$ cat config.mk
export PLATFORM = sky130hd
export DESIGN_NAME = safety_status_led_classifier
export DESIGN_NICKNAME = d
export VERILOG_FILES = /design/src/rtl/ssl_pkg.sv /design/src/rtl/ssl_cfg_regs.sv /design/src/rtl/ssl_grade.sv /design/src/rtl/ssl_display.sv /design/src/rtl/safety_status_led_classifier.sv
export SDC_FILE = /design/constraint.sdc
export NUM_CORES = 1
export LEC_CHECK = 0
export BUFFER_PORTS_ARGS = -buffer_cell sky130_fd_sc_hd__buf_2
export CORE_ASPECT_RATIO = 0.6
export CORE_MARGIN = 4
export CORE_UTILIZATION = 64
export DETAILED_ROUTE_END_ITERATION = 8
export PLACE_DENSITY = 0.89
export SYNTH_ARGS = -nofsm -noshare
export SYNTH_HDL_FRONTEND = slang
export SYNTH_HIERARCHICAL = 1
export SYNTH_SLANG_ARGS = --single-unit
$ cat constraint.sdc
create_clock -name clk -period 8.6 [get_ports clk]
set_clock_uncertainty 0.15 [all_clocks]
set_input_delay 1.29 -clock clk [delete_from_list [all_inputs] [get_ports clk]]
set_output_delay 1.29 -clock clk [all_outputs]
set_load 0.03 [all_outputs]
$ cat src/rtl/ssl_pkg.sv
// Shared types and constants for the safety status LED classifier.
// No dependencies; every other file but the macros header imports this package.
package ssl_pkg;

  typedef enum logic [1:0] {
    DISP_SAFE     = 2'd0,
    DISP_WARN     = 2'd1,
    DISP_DANGER   = 2'd2,
    DISP_OVERRIDE = 2'd3
  } disp_state_t;

  typedef enum logic [2:0] {
    CFG_TEMP_DANGER_BELOW = 3'd0,
    CFG_TEMP_WARN_BELOW   = 3'd1,
    CFG_TEMP_WARN_ABOVE   = 3'd2,
    CFG_TEMP_DANGER_ABOVE = 3'd3,
    CFG_BATT_DANGER_BELOW = 3'd4,
    CFG_BATT_WARN_BELOW   = 3'd5,
    CFG_FLASH_PERIOD      = 3'd6
  } cfg_index_t;

  localparam int unsigned CFG_DATA_W  = 13;
  localparam int unsigned CFG_INDEX_W = 3;

  localparam logic [9:0] HUM_DANGER_BELOW = 10'd200;
  localparam logic [9:0] HUM_WARN_BELOW   = 10'd300;
  localparam logic [9:0] HUM_WARN_ABOVE   = 10'd800;
  localparam logic [9:0] HUM_DANGER_ABOVE = 10'd900;

  localparam logic [7:0] LEVEL_FULL        = 8'd30;
  localparam logic [7:0] LEVEL_AMBER_GREEN = 8'd12;
  localparam logic [7:0] LEVEL_OFF         = 8'd0;

  localparam logic [7:0] SINCE_MAX  = 8'd255;
  localparam logic [2:0] SHOWN_NONE = 3'd7;

  typedef struct packed {
    logic signed [11:0] temperature_tenths;
    logic               temperature_valid;
    logic [9:0]         humidity_tenths;
    logic               humidity_valid;
    logic [12:0]        battery_mv;
    logic               battery_valid;
    logic               hard_impact;
    logic               lying_too_long;
    logic               remote_override;
  } ssl_in_t;

  typedef struct packed {
    disp_state_t display_state;
    logic        flash_lit;
    logic        led_update;
    logic [7:0]  red_level;
    logic [7:0]  green_level;
    logic [7:0]  blue_level;
  } ssl_out_t;

  typedef struct packed {
    logic signed [11:0] temp_danger_below;
    logic signed [11:0] temp_warn_below;
    logic signed [11:0] temp_warn_above;
    logic signed [11:0] temp_danger_above;
    logic [12:0]        batt_danger_below_mv;
    logic [12:0]        batt_warn_below_mv;
    logic [7:0]         flash_period_items;
  } ssl_cfg_t;

endpackage

$ cat src/rtl/ssl_cfg_regs.sv
// Threshold and flash period registers behind the plain write port.
// Depends on ssl_pkg.
module ssl_cfg_regs (
  input  logic                            clk,
  input  logic                            rst,
  input  logic                            cfg_write,
  input  logic [ssl_pkg::CFG_INDEX_W-1:0] cfg_index,
  input  logic [ssl_pkg::CFG_DATA_W-1:0]  cfg_data,
  output ssl_pkg::ssl_cfg_t               cfg
);
  import ssl_pkg::*;

  always_ff @(posedge clk) begin
    if (rst) begin
      cfg.temp_danger_below    <= 12'sd0;
      cfg.temp_warn_below      <= 12'sd100;
      cfg.temp_warn_above      <= 12'sd350;
      cfg.temp_danger_above    <= 12'sd450;
      cfg.batt_danger_below_mv <= 13'd3400;
      cfg.batt_warn_below_mv   <= 13'd3700;
      cfg.flash_period_items   <= 8'd5;
    end else if (cfg_write) begin
      case (cfg_index)
        CFG_TEMP_DANGER_BELOW: cfg.temp_danger_below    <= $signed(cfg_data[11:0]);
        CFG_TEMP_WARN_BELOW:   cfg.temp_warn_below      <= $signed(cfg_data[11:0]);
        CFG_TEMP_WARN_ABOVE:   cfg.temp_warn_above      <= $signed(cfg_data[11:0]);
        CFG_TEMP_DANGER_ABOVE: cfg.temp_danger_above    <= $signed(cfg_data[11:0]);
        CFG_BATT_DANGER_BELOW: cfg.batt_danger_below_mv <= cfg_data[12:0];
        CFG_BATT_WARN_BELOW:   cfg.batt_warn_below_mv   <= cfg_data[12:0];
        CFG_FLASH_PERIOD:      cfg.flash_period_items   <= cfg_data[7:0];
        default: begin
        end
      endcase
    end
  end

endmodule

$ cat src/rtl/ssl_grade.sv
// Window comparators that grade one sensor snapshot safe, warning or danger.
// Depends on ssl_pkg; purely combinational.
module ssl_grade (
  input  ssl_pkg::ssl_in_t    snap,
  input  ssl_pkg::ssl_cfg_t   cfg,
  output ssl_pkg::disp_state_t grade
);
  import ssl_pkg::*;

  logic temp_danger, temp_warn;
  logic hum_danger, hum_warn;
  logic batt_danger, batt_warn;
  logic danger, warn;

  always_comb begin
    temp_danger = ($signed(snap.temperature_tenths) < $signed(cfg.temp_danger_below)) ||
                  ($signed(snap.temperature_tenths) > $signed(cfg.temp_danger_above));
    temp_warn   = ($signed(snap.temperature_tenths) < $signed(cfg.temp_warn_below)) ||
                  ($signed(snap.temperature_tenths) > $signed(cfg.temp_warn_above));
    hum_danger  = (snap.humidity_tenths < HUM_DANGER_BELOW) ||
                  (snap.humidity_tenths > HUM_DANGER_ABOVE);
    hum_warn    = (snap.humidity_tenths < HUM_WARN_BELOW) ||
                  (snap.humidity_tenths > HUM_WARN_ABOVE);
    batt_danger = snap.battery_mv < cfg.batt_danger_below_mv;
    batt_warn   = snap.battery_mv < cfg.batt_warn_below_mv;

    danger = snap.hard_impact || snap.lying_too_long ||
             (snap.temperature_valid && temp_danger) ||
             (snap.humidity_valid && hum_danger) ||
             (snap.battery_valid && batt_danger);
    warn   = (snap.temperature_valid && temp_warn) ||
             (snap.humidity_valid && hum_warn) ||
             (snap.battery_valid && batt_warn);

    if (danger) begin
      grade = DISP_DANGER;
    end else if (warn) begin
      grade = DISP_WARN;
    end else begin
      grade = DISP_SAFE;
    end
  end

endmodule

$ cat src/rtl/ssl_display.sv
// Flash timing, change detection and RGB levels for one status transaction.
// Depends on ssl_pkg; holds the loop state, updated when advance is high.
module ssl_display (
  input  logic                 clk,
  input  logic                 rst,
  input  logic                 advance,
  input  logic                 remote_override,
  input  ssl_pkg::disp_state_t grade,
  input  logic [7:0]           flash_period_items,
  output ssl_pkg::ssl_out_t    result
);
  import ssl_pkg::*;

  logic [7:0] since_toggle, since_toggle_next;
  logic       flash_phase, flash_phase_next;
  logic [2:0] last_shown_state, last_shown_state_next;
  logic       last_shown_phase, last_shown_phase_next;

  disp_state_t show;
  logic        lit;
  logic        upd;

  always_comb begin
    if (remote_override) begin
      show = DISP_OVERRIDE;
      if (since_toggle >= flash_period_items) begin
        flash_phase_next  = ~flash_phase;
        since_toggle_next = 8'd1;
      end else begin
        flash_phase_next  = flash_phase;
        since_toggle_next = (since_toggle == SINCE_MAX) ? since_toggle : since_toggle + 8'd1;
      end
      lit = flash_phase_next;
    end else begin
      show              = grade;
      flash_phase_next  = 1'b1;
      since_toggle_next = 8'd1;
      lit               = 1'b1;
    end

    upd = ({1'b0, show} != last_shown_state) || (lit != last_shown_phase);
    last_shown_state_next = upd ? {1'b0, show} : last_shown_state;
    last_shown_phase_next = upd ? lit : last_shown_phase;

    result.display_state = show;
    result.flash_lit     = lit;
    result.led_update    = upd;
    result.blue_level    = LEVEL_OFF;
    case (show)
      DISP_SAFE: begin
        result.red_level   = LEVEL_OFF;
        result.green_level = LEVEL_FULL;
      end
      DISP_WARN: begin
        result.red_level   = LEVEL_FULL;
        result.green_level = LEVEL_AMBER_GREEN;
      end
      DISP_DANGER: begin
        result.red_level   = LEVEL_FULL;
        result.green_level = LEVEL_OFF;
      end
      default: begin
        result.red_level   = lit ? LEVEL_FULL : LEVEL_OFF;
        result.green_level = LEVEL_OFF;
      end
    endcase
  end

  always_ff @(posedge clk) begin
    if (rst) begin
      since_toggle     <= 8'd0;
      flash_phase      <= 1'b1;
      last_shown_state <= SHOWN_NONE;
      last_shown_phase <= 1'b0;
    end else if (advance) begin
      since_toggle     <= since_toggle_next;
      flash_phase      <= flash_phase_next;
      last_shown_state <= last_shown_state_next;
      last_shown_phase <= last_shown_phase_next;
    end
  end

endmodule

$ cat src/rtl/safety_status_led_classifier.sv
// Safety status LED classifier top level: input register, grading,
// display logic and result register. Depends on ssl_pkg, ssl_cfg_regs, ssl_grade and ssl_display.
//
// Usage:
//   snap_valid/snap_ready carry one sensor snapshot per transaction (ssl_in_t).
//   status_valid/status_ready carry one display result per snapshot (ssl_out_t).
//   cfg_write/cfg_index/cfg_data write a threshold or the flash period;
//   write only while no transaction is in flight.
// Timing:
//   A snapshot taken into the input register is graded from there and written
//   to the result register when that is free or being taken on status.
//   One transaction per cycle is sustained while status_ready stays high; the
//   figure is set by the single comparator and counter pass between the two registers.
// Reset:
//   rst clears the valid bits of both register stages and restores the default thresholds,
//   a lit flash phase and a "nothing shown yet" display record.
// Stall:
//   While status_ready is low the result holds; the input register still takes
//   one more snapshot, then snap_ready drops until the result is taken.
module safety_status_led_classifier (
  input  logic                            clk,
  input  logic                            rst,
  input  logic                            snap_valid,
  output logic                            snap_ready,
  input  ssl_pkg::ssl_in_t                snap,
  output logic                            status_valid,
  input  logic                            status_ready,
  output ssl_pkg::ssl_out_t               status,
  input  logic                            cfg_write,
  input  logic [ssl_pkg::CFG_INDEX_W-1:0] cfg_index,
  input  logic [ssl_pkg::CFG_DATA_W-1:0]  cfg_data
);
  import ssl_pkg::*;

  ssl_cfg_t    cfg;
  ssl_in_t     stage;
  logic        stage_valid;
  logic        advance;
  disp_state_t grade;
  ssl_out_t    result;

  assign advance    = stage_valid && (!status_valid || status_ready);
  assign snap_ready = !stage_valid || advance;

  ssl_cfg_regs u_cfg (
    .clk       (clk),
    .rst       (rst),
    .cfg_write (cfg_write),
    .cfg_index (cfg_index),
    .cfg_data  (cfg_data),
    .cfg       (cfg)
  );

  ssl_grade u_grade (
    .snap  (stage),
    .cfg   (cfg),
    .grade (grade)
  );

  ssl_display u_display (
    .clk                (clk),
    .rst                (rst),
    .advance            (advance),
    .remote_override    (stage.remote_override),
    .grade              (grade),
    .flash_period_items (cfg.flash_period_items),
    .result             (result)
  );

  always_ff @(posedge clk) begin
    if (rst) begin
      stage_valid <= 1'b0;
    end else if (snap_valid && snap_ready) begin
      stage_valid <= 1'b1;
    end else if (advance) begin
      stage_valid <= 1'b0;
    end
  end

  always_ff @(posedge clk) begin
    if (snap_valid && snap_ready) begin
      stage <= snap;
    end
  end

  always_ff @(posedge clk) begin
    if (rst) begin
      status_valid <= 1'b0;
    end else if (advance) begin
      status_valid <= 1'b1;
    end else if (status_ready) begin
      status_valid <= 1'b0;
    end
  end

  always_ff @(posedge clk) begin
    if (advance) begin
      status <= result;
    end
  end

endmodule

; ---- Word-level counts from Yosys, hierarchy flattened
; Index checks and enable logic that the tools add are counted.
[word_totals]
inputBits = 62
out_inout_bits = 30
reg_bits = 158
elab_cells = 102
[classes]
reduce_logical = 36
n_lt_le_gt_ge = 11
eq_ne = 12
n_bitwise = 1
addsub = 1
muxes = 14
[op_table]
columns = op, n
row1 = 16-bit one-hot mux with 3 select lines, 1
row2 = 13-bit less-than comparator, 2
row3 = 12-bit greater-than comparator, 2
row4 = 12-bit less-than comparator, 2
row5 = 8-bit two-way mux, 3
row6 = 10-bit greater-than comparator (second input constant), 2
row7 = 2-bit AND reduction, 9
row8 = 1-bit logical OR, 13
row9 = 10-bit by 8-bit less-than comparator with 1-bit output (second input constant), 1
row10 = 10-bit by 9-bit less-than comparator with 1-bit output (second input constant), 1
row11 = 3-bit == test (second input constant), 3
row12 = 8-bit by 1-bit adder with 8-bit output (second input constant), 1
row13 = 8-bit == test (second input constant), 1
row14 = 8-bit greater-or-equal comparator, 1
row15 = 1-bit logical AND, 8
row16 = 1-bit two-way mux, 7
row17 = 3-bit by 2-bit == test with 1-bit output (second input constant), 2
row18 = 5-bit two-way mux, 1
row19 = 2-bit two-way mux, 2
row20 = 2-bit nonzero test, 2
row21 = 3-bit by 1-bit == test with 1-bit output (second input constant), 1
row22 = 3-bit zero test, 1
row23 = 2-bit by 3-bit inequality test with 1-bit output, 1
row24 = 3-bit by 2-bit inequality test with 1-bit output (second input constant), 1
row25 = other kinds (6), 7

; ---- Logic depth before layout (Yosys ltp)
; Gate-level depths: netlist of the first run.
[depth]
depth_word = 11
mapped_depth = 16
mapped_depth_nobuf = 15

; ---- Cells and area by module
; Netlist of the first run, hierarchy kept.
[modules_own_cells]
columns = module, cells_per_inst, instances, area_each_um2, seq_area_each_um2
row1 = ssl_cfg_regs, 309, 1, 3275.6, 1641.6
row2 = safety_status_led_classifier, 79, 1, 2175.8, 2112.0
row3 = ssl_grade, 263, 1, 1928.1, 0.0
row4 = ssl_display, 147, 1, 1128.6, 260.2

; ---- Least setup slack after synthesis of the first run
; No wires, ideal clock.
[synth_timing]
path_kind = register to register
from = register stage[40] (netlist bit)
to = register status[18] (netlist bit) (data pin)
setup_time_ps = 251
synth_period_minus_slack_ps = 3176
path_buffers = 2
required_ps = 8199
stages_incl_launch_ff = 14
slack_ps = 5424
arrival_ps = 2775
path_cell_list = edfxtp_1 > ha_1 > nand4_2 > a211o_1 > and4_4 > o31ai_2 > o2111ai_2 > buf_4 > nor2_1 > inv_1 > ha_1 > nor2_1 > a21oi_1 > buf_4
[synth_rtl]
columns = item, line
row1 = from (decl), safety_status_led_classifier.sv:36  ; ssl_in_t stage;
row2 = from (signal assigned), safety_status_led_classifier.sv:82  ; stage <= snap;
row3 = to (signal assigned), safety_status_led_classifier.sv:98  ; status <= result;
row4 = to (decl), safety_status_led_classifier.sv:28  ; output ssl_pkg::ssl_out_t status,

==> results.md, run 1 <==
* Max transition margin at 28.10%
* Drt first pass iters at 5
* Synthesis-stage register bit count at 166
* WP data arrival at 3.57 ns
* Reg2reg path depth at 12
* Detail-routed via count per cell at 5.707
* Final hold viol count at 0
* Hold buffers post-CTS at 0
* Fin area at about 9500 sq um
* Final #Nets at 1017
* # Post-CTS Setup Buffers at 0
* Worst Hold Depth at 2
* VDD IR max at 0.1413 mV
* Max-Cap Viols at 0
* Worst-Skew Late Latency at about 0.42 ns
* RSZ-0062 raised after global routing: no
* Pin count of the biggest net entering global routing at 66
* Final Max Slew Viols at 0
* Die X at roughly 160 um
* Busiest grt layer: met1
* Outcome: complete, no violations
* Core ar. at 12930 sq um
* DIE HEIGHT at 97.31 um
* Total CTS buffers at 17
* Layout cells sized above 1 at 16.12%
* Clock tree buffer depth at 2
* HPWL Detailed at 13.74 mm
* Cts repair resizes at 0
* Fin crit period at 3.517 ns
* CTS tree: done
* Num rows at 32
* Crit-path cells: ha_1, a211oi_1, nor2_1, o21bai_2, a311oi_1, o31ai_2, o2111ai_2, nor2_1, inv_1, ha_1, nor2_1, a21oi_1
* Fin cells at between 1000 and 1500
* Post-synth EDFFs at 69
* Leak at 4.304 nW
* CP max stage delay at 0.51 ns
* Root buf cell: clkbuf_16
* Final setup vio count at 0
* First-pass GRT wire length at 30.63 mm
* GPL Wtd Cong at approximately 0.93
* Slew @ Worst Pin at 1.072 ns
* Cell Pwr Density at 181.9 nW/um^2
* Commonest non-fill, non-tap cell in the layout: dfxtp_1
* M3 GR Usage at ~8.0%
* Antenna viol nets, final at 0
* Dpl cells at 1025
* Gr ovfl total at 0
* WL/cell at between 15 and 20 um
* Synthesized area per cell at 10.66 sq um
* Asr flop ratio synth at 0%
* Area Growth Syn to Fin at 11.53%
* Primary FF master, synth: dfxtp_1
* Final core occ at 73.37%
* Slowest-stage cell, CP: edfxtp_1
* PortBufs at 91
* Critical Path RT at 8.66 ns
* Gate Count Post-Synth at 798
* Crit Path Class: register to register
* Post-synthesis sequential area ratio at 47.18%
* Max FO, Critical Path at 5
* Cell area after placement at roughly 9000 sq um
* Crit start category: register
* Die area at 15260 sq um
* Drc violations at 0
* Initial antenna violation count at 0
* Post-Syn Area at 8508 sq um
* Routing usage on met2 at 35.08%
* Num ports at 92
* DRT iter0 DRCs at 443
* H-tree depth at 4
* Vias in the first global route at 5819
* # clock sinks at about 170
* Max Clock Freq at 284.3 MHz
* Critical Path Sink Type: register
* Routed vias at 6032
* Initial Util at 65.79%
* Final period util at slightly above 40%
* Worst slack at placement at roughly 5.2 ns
* Design Power at 1.726 mW
* # diodes at 0
* Most frequent CP cell: nor2_1
* Final Hold Slack at roughly 0.33 ns
* Most frequent cells in the layout: dfxtp_1 (97), buf_2 (91), inv_1 (90)
* Yosys cell types at 71
* YS warnings at 6
* Reg clk slew, reported paths at ~0.070 ns
* GR met1 Demand/Resource at between 30% and 40%
* Hold WC Path Type: register to register
* Sum Neg Setup Slack at 0 ns
* Worst Slack Setup Final at 5.083 ns
* Gr usage total at 25.50%
* Routed WL at 18.81 mm
==> where the power goes <==
| group | internal [mW] | switching, mW | total (mW) |
|---|---|---|---|
| clock network | 0.369 | 0.320 | 0.689 |
| registers | 0.852 | 0.0198 | 0.872 |
| logic | 0.0654 | 0.100 | 0.166 |
| total | 1.29 | 0.440 | 1.73 |
==> path summary, 6_finish.rpt <==
| check | from | end | slack [ns] |
|---|---|---|---|
| setup / recovery | stage[34]$_DFFE_PP_ | status[17]$_DFFE_PP_ | 5.08 |
| hold / removal | u_cfg/cfg[77]$_SDFFE_PP0P_ | u_cfg/cfg[77]$_SDFFE_PP0P_ | 0.33 |
| setup reg to reg | stage[34]$_DFFE_PP_ | status[17]$_DFFE_PP_ | 5.08 |
| hold reg to reg | u_cfg/cfg[77]$_SDFFE_PP0P_ | u_cfg/cfg[77]$_SDFFE_PP0P_ | 0.33 |
==> final cells by class <==
type / count / area (sq um)
Sequential cell: 166 / 4014
Timing Repair Buffer: 94 / 478.0
Clock buffer: 17 / 425.4
Fill cell: 873 / 3443
Inverter: 91 / 341.6
Clock inverter: 15 / 105.1
Multi-Input combinational cell: 504 / 3913
Tap cell: 170 / 212.7
==> Yosys cell counts (all sizes together) (6+ instances only) <==
master	number	area, sq um
nand3	11	65.06
nor2	55	206.5
o21ai	22	110.1
nand2b	73	456.7
a21oi	29	152.7
a21o	10	75.07
nor3	6	40.04
inv	91	341.6
mux2i	82	820.8
dfxtp	97	1942
nand2	21	81.33
clkbuf	16	60.06
a211oi	8	65.06
nand4	11	75.07
buf	36	249.0
ha	81	1013
edfxtp	69	2072
==> per-layer routing <==
metal | routed length, um | vias to the layer above
met1 | 8818 | 2836
met4 | 217 | 0
met2 | 7829 | 257
met3 | 1949 | 24
met5 | 0 | -
li1 | - | 2915
==> sequential cells by signal (all words and copies together) (netlist names) <==
name / count
u_display/last_shown_phase: 1
u_display/since_toggle: 8
stage_valid: 1
u_cfg/cfg: 82
status_valid: 1
u_display/last_shown_state: 3
u_display/flash_phase: 1
stage: 41
status: 28
==> cell families (layout without fill, tap and decap cells) <==
group / Yosys count / after routing / synth area share [%]
adders and majority gates: 81 / 81 / 11.91
xor gates and xnor gates: 4 / 4 / 0.4118
AOI/OAI and AO/OA: 103 / 103 / 8.265
muxes: 82 / 82 / 9.647
DFF: 166 / 166 / 47.18
other: 1 / 16 / 0.04408
buffers and inverters: 143 / 217 / 7.647
and+or+nand+nor: 218 / 218 / 14.90
==> critical path: cells and delay by family (launching register included) <==
kind	cells	cell delay, ns
compound gates	6	1.37
flops	1	0.51
simple gates	3	0.48
buf+inv	1	0.12
fa+ha+maj	2	0.65
(Power assumes the default switching activity.)
==> run 2: changes to the inputs <==
--- a/config.mk
+++ b/config.mk
@@ -8,9 +8,9 @@
 export BUFFER_PORTS_ARGS = -buffer_cell sky130_fd_sc_hd__buf_2
 export CORE_ASPECT_RATIO = 0.6
 export CORE_MARGIN = 4
-export CORE_UTILIZATION = 64
+export CORE_UTILIZATION = 60
 export DETAILED_ROUTE_END_ITERATION = 8
-export PLACE_DENSITY = 0.89
+export PLACE_DENSITY = 0.84
 export SYNTH_ARGS = -nofsm -noshare
 export SYNTH_HDL_FRONTEND = slang
 export SYNTH_HIERARCHICAL = 1
==> constraint.sdc (replaced) <==
create_clock -name clk -period 3.3 [get_ports clk]
set_clock_uncertainty 0.15 [all_clocks]
set_input_delay 0.495 -clock clk [delete_from_list [all_inputs] [get_ports clk]]
set_output_delay 0.495 -clock clk [all_outputs]
set_load 0.03 [all_outputs]
==> results.md, run 2 (same netlist as run 1, synthesis figures left out) <==
* GPL Wtd Cong at 1.006 (+7.8%)
* # clock sinks at 166 (unchanged)
* Final Max Slew Viols at 0 (unchanged)
* Final period util at 100.3% (+59 points)
* VDD IR max at 0.3237 mV (+130%)
* Slew @ Worst Pin at 0.8974 ns (-0.1750 ns)
* Max Clock Freq at 302.2 MHz (+6.3%)
* First-pass GRT wire length at 30.15 mm (-1.6%)
* Fin crit period at 3.309 ns (-0.2081 ns)
* WP data arrival at 3.29 ns (-0.28 ns)
* Most frequent cells in the layout: dfxtp_1 (97), buf_2 (91), inv_1 (89)
* Initial antenna violation count at 0 (unchanged)
* Area Growth Syn to Fin at 15.88%
* Crit-path cells: ha_4, nor2b_4, o211ai_1, a211o_1, and4_4, o31ai_4, o2111ai_2, a41oi_2, nor2_2, inv_2, ha_4, nor2_4, a21oi_2
* Cell Pwr Density at 471.3 nW/um^2 (+160%)
* Max reg flops at 82 (unchanged)
* Critical Path Sink Type: register
* Crit path launch: stage[30]$_DFFE_PP_
* HPWL Detailed at 13.82 mm (+0.54%)
* Vias in the first global route at 5759 (-1.0%)
* R2R setup slack at -0.009 ns (-5.09 ns)
* Outcome: finished with violations
* Layout cells sized above 1 at 20.16% (+4.0 points)
* Detail-routed via count per cell at 5.591 (-2.0%)
* CP max stage delay at 0.46 ns (-0.05 ns)
* Num ports at 92 (unchanged)
* Pin count of the biggest net entering global routing at 85 (+29%)
* Largest regs: u_cfg/cfg (82), stage (41), status (28)
* Leak at 4.420 nW (+2.7%)
* Total CTS buffers at 17 (unchanged)
* Max FO, Critical Path at 4 (-1)
* Routed WL at 19.49 mm (+3.6%)
* RSZ-0062 raised after global routing: yes
* Die area at 16210 sq um (+6.2%)
* Gr usage total at 24.08% (-1.4 points)
* Worst-Skew Late Latency at 0.42 ns (about the same)
* Final hold viol count at 0 (unchanged)
* Routed vias at 6122 (+1.5%)
* Crit path buffers/inverters at 1 (unchanged)
* Fin cells at 1095 (+3.6%)
* H-tree depth at 4 (unchanged)
* Fin area at 9859 sq um (+3.9%)
* Commonest non-fill, non-tap cell in the layout: dfxtp_1
* Hold path startpoint: snap[25]
* Final setup vio count at 4 (+4)
* PortBufs at 91 (unchanged)
* Fill cell count at 948 (+8.6%)
* Antenna viol nets, final at 0 (unchanged)
* Worst Slack Setup Final at -0.008959 ns (-5.092 ns)
* Hold WC Path Type: primary input to register
* Drt first pass iters at 5 (unchanged)
* Core ar. at 13750 sq um (+6.3%)
* DRT iter0 DRCs at 544 (+23%)
* Sum Neg Setup Slack at -0.03491 ns (-0.03491 ns)
* Slowest-stage cell, CP: edfxtp_1
* Top Family by Delay on Critical Path: compound AO/OA/AOI/OAI gates
* CTS tree: done
* Reg clk slew, reported paths at 0.07 ns (about the same)
* Num rows at 33 (+3.1%)
* Cell area after placement at 9060 sq um (+1.1%)
* DIE HEIGHT at 100.2 um (+3.0%)
* Gr ovfl total at 0 (unchanged)
* # diodes at 0 (unchanged)
* WL/cell at 17.80 um (about the same)
* Critical Path RT at 3.28 ns (-5.38 ns)
* Most frequent CP cell: ha_4
* Dpl cells at 1054 (+2.8%)
* Max transition margin at 40.17% (+12 points)
* Clock tree buffer depth at 2 (unchanged)
* Crit start category: register
* Final #Nets at 1033 (+1.6%)
* Drc violations at 0 (unchanged)
* Root buf cell: clkbuf_16
* Crit Path Class: register to register
* Initial Util at 61.88% (-3.9 points)
* Die X at 161.7 um (+3.1%)
* Failing checks: negative setup slack
* Top reg by flops: u_cfg/cfg
* Max-Cap Viols at 0 (unchanged)
* RR Startpoint: stage[30]$_DFFE_PP_
-- run 2: cell types whose count changed in the layout (fill, tap and decap cells not counted), moves of 3 or more --
cell      change
ha_4          +8
nor2_1        -3
ha_1          -8
buf_4        +15
clkinv_4      -3
-- run 2: area by class of cell --
type	count	area [sq um]	share of cell area, %
sequential	166	4014	40.71
tap	192	240.2	2.437
multi-input combinational	504	4099	41.57
timing repair buffer	110	610.6	6.193
clock buffer	17	425.4	4.315
clock inverter	15	128.9	1.307
inverter	91	341.6	3.464
-- run 2: worst paths after layout --
kind / endpoint / depth (start not counted)
setup / recovery: status[17]$_DFFE_PP_ / 13
hold / removal: stage[25]$_DFFE_PP_ / 1
setup reg to reg: status[17]$_DFFE_PP_ / 13
hold reg to reg: u_cfg/cfg[80]$_SDFFE_PP0P_ / 2
-- run 2: timing repair --
action,in CTS,in global routing
pin swaps,0,18
gates resized for setup,0,29
hold buffers,0,0
endpoints found under the setup margin,4,5
buffers inserted,2,8
-- run 2: layer usage --
metal  up-vias  share of wire [%]  track usage, %
met5         -                  0               0
met4         0                1.1           6.368
met3        21                7.7           6.073
met2       227                 42           33.54
met1      2938                 50           37.23
li1       2936                  -               -
-- run 2: power by group --
| part | leakage [nW] | switching (mW) | internal (mW) | total, mW |
|---|---|---|---|---|
| registers | 1.44 | 0.0509 | 2.22 | 2.27 |
| logic | 2.72 | 0.285 | 0.202 | 0.487 |
| clock network | 0.258 | 0.850 | 1.04 | 1.89 |
| total | 4.42 | 1.19 | 3.46 | 4.65 |
-- run 2: metrics by stage --
| step | hold WS (ns) | total power, mW | utilization [%] | setup WS (ns) |
|---|---|---|---|---|
| after global routing | 0.07661 | 4.833 | 71.71 | -0.08368 |
| final | 0.09348 | 4.647 | 71.71 | -0.008959 |
| after global placement | 0.2883 | 2.734 | 65.89 | 0.1690 |
| after floorplan | 0.2767 | 2.606 | - | 0.1238 |
| after CTS | 0.08091 | 4.615 | 70.03 | 0.01308 |
| after detailed placement | 0.3184 | 2.744 | 65.89 | 0.01477 |
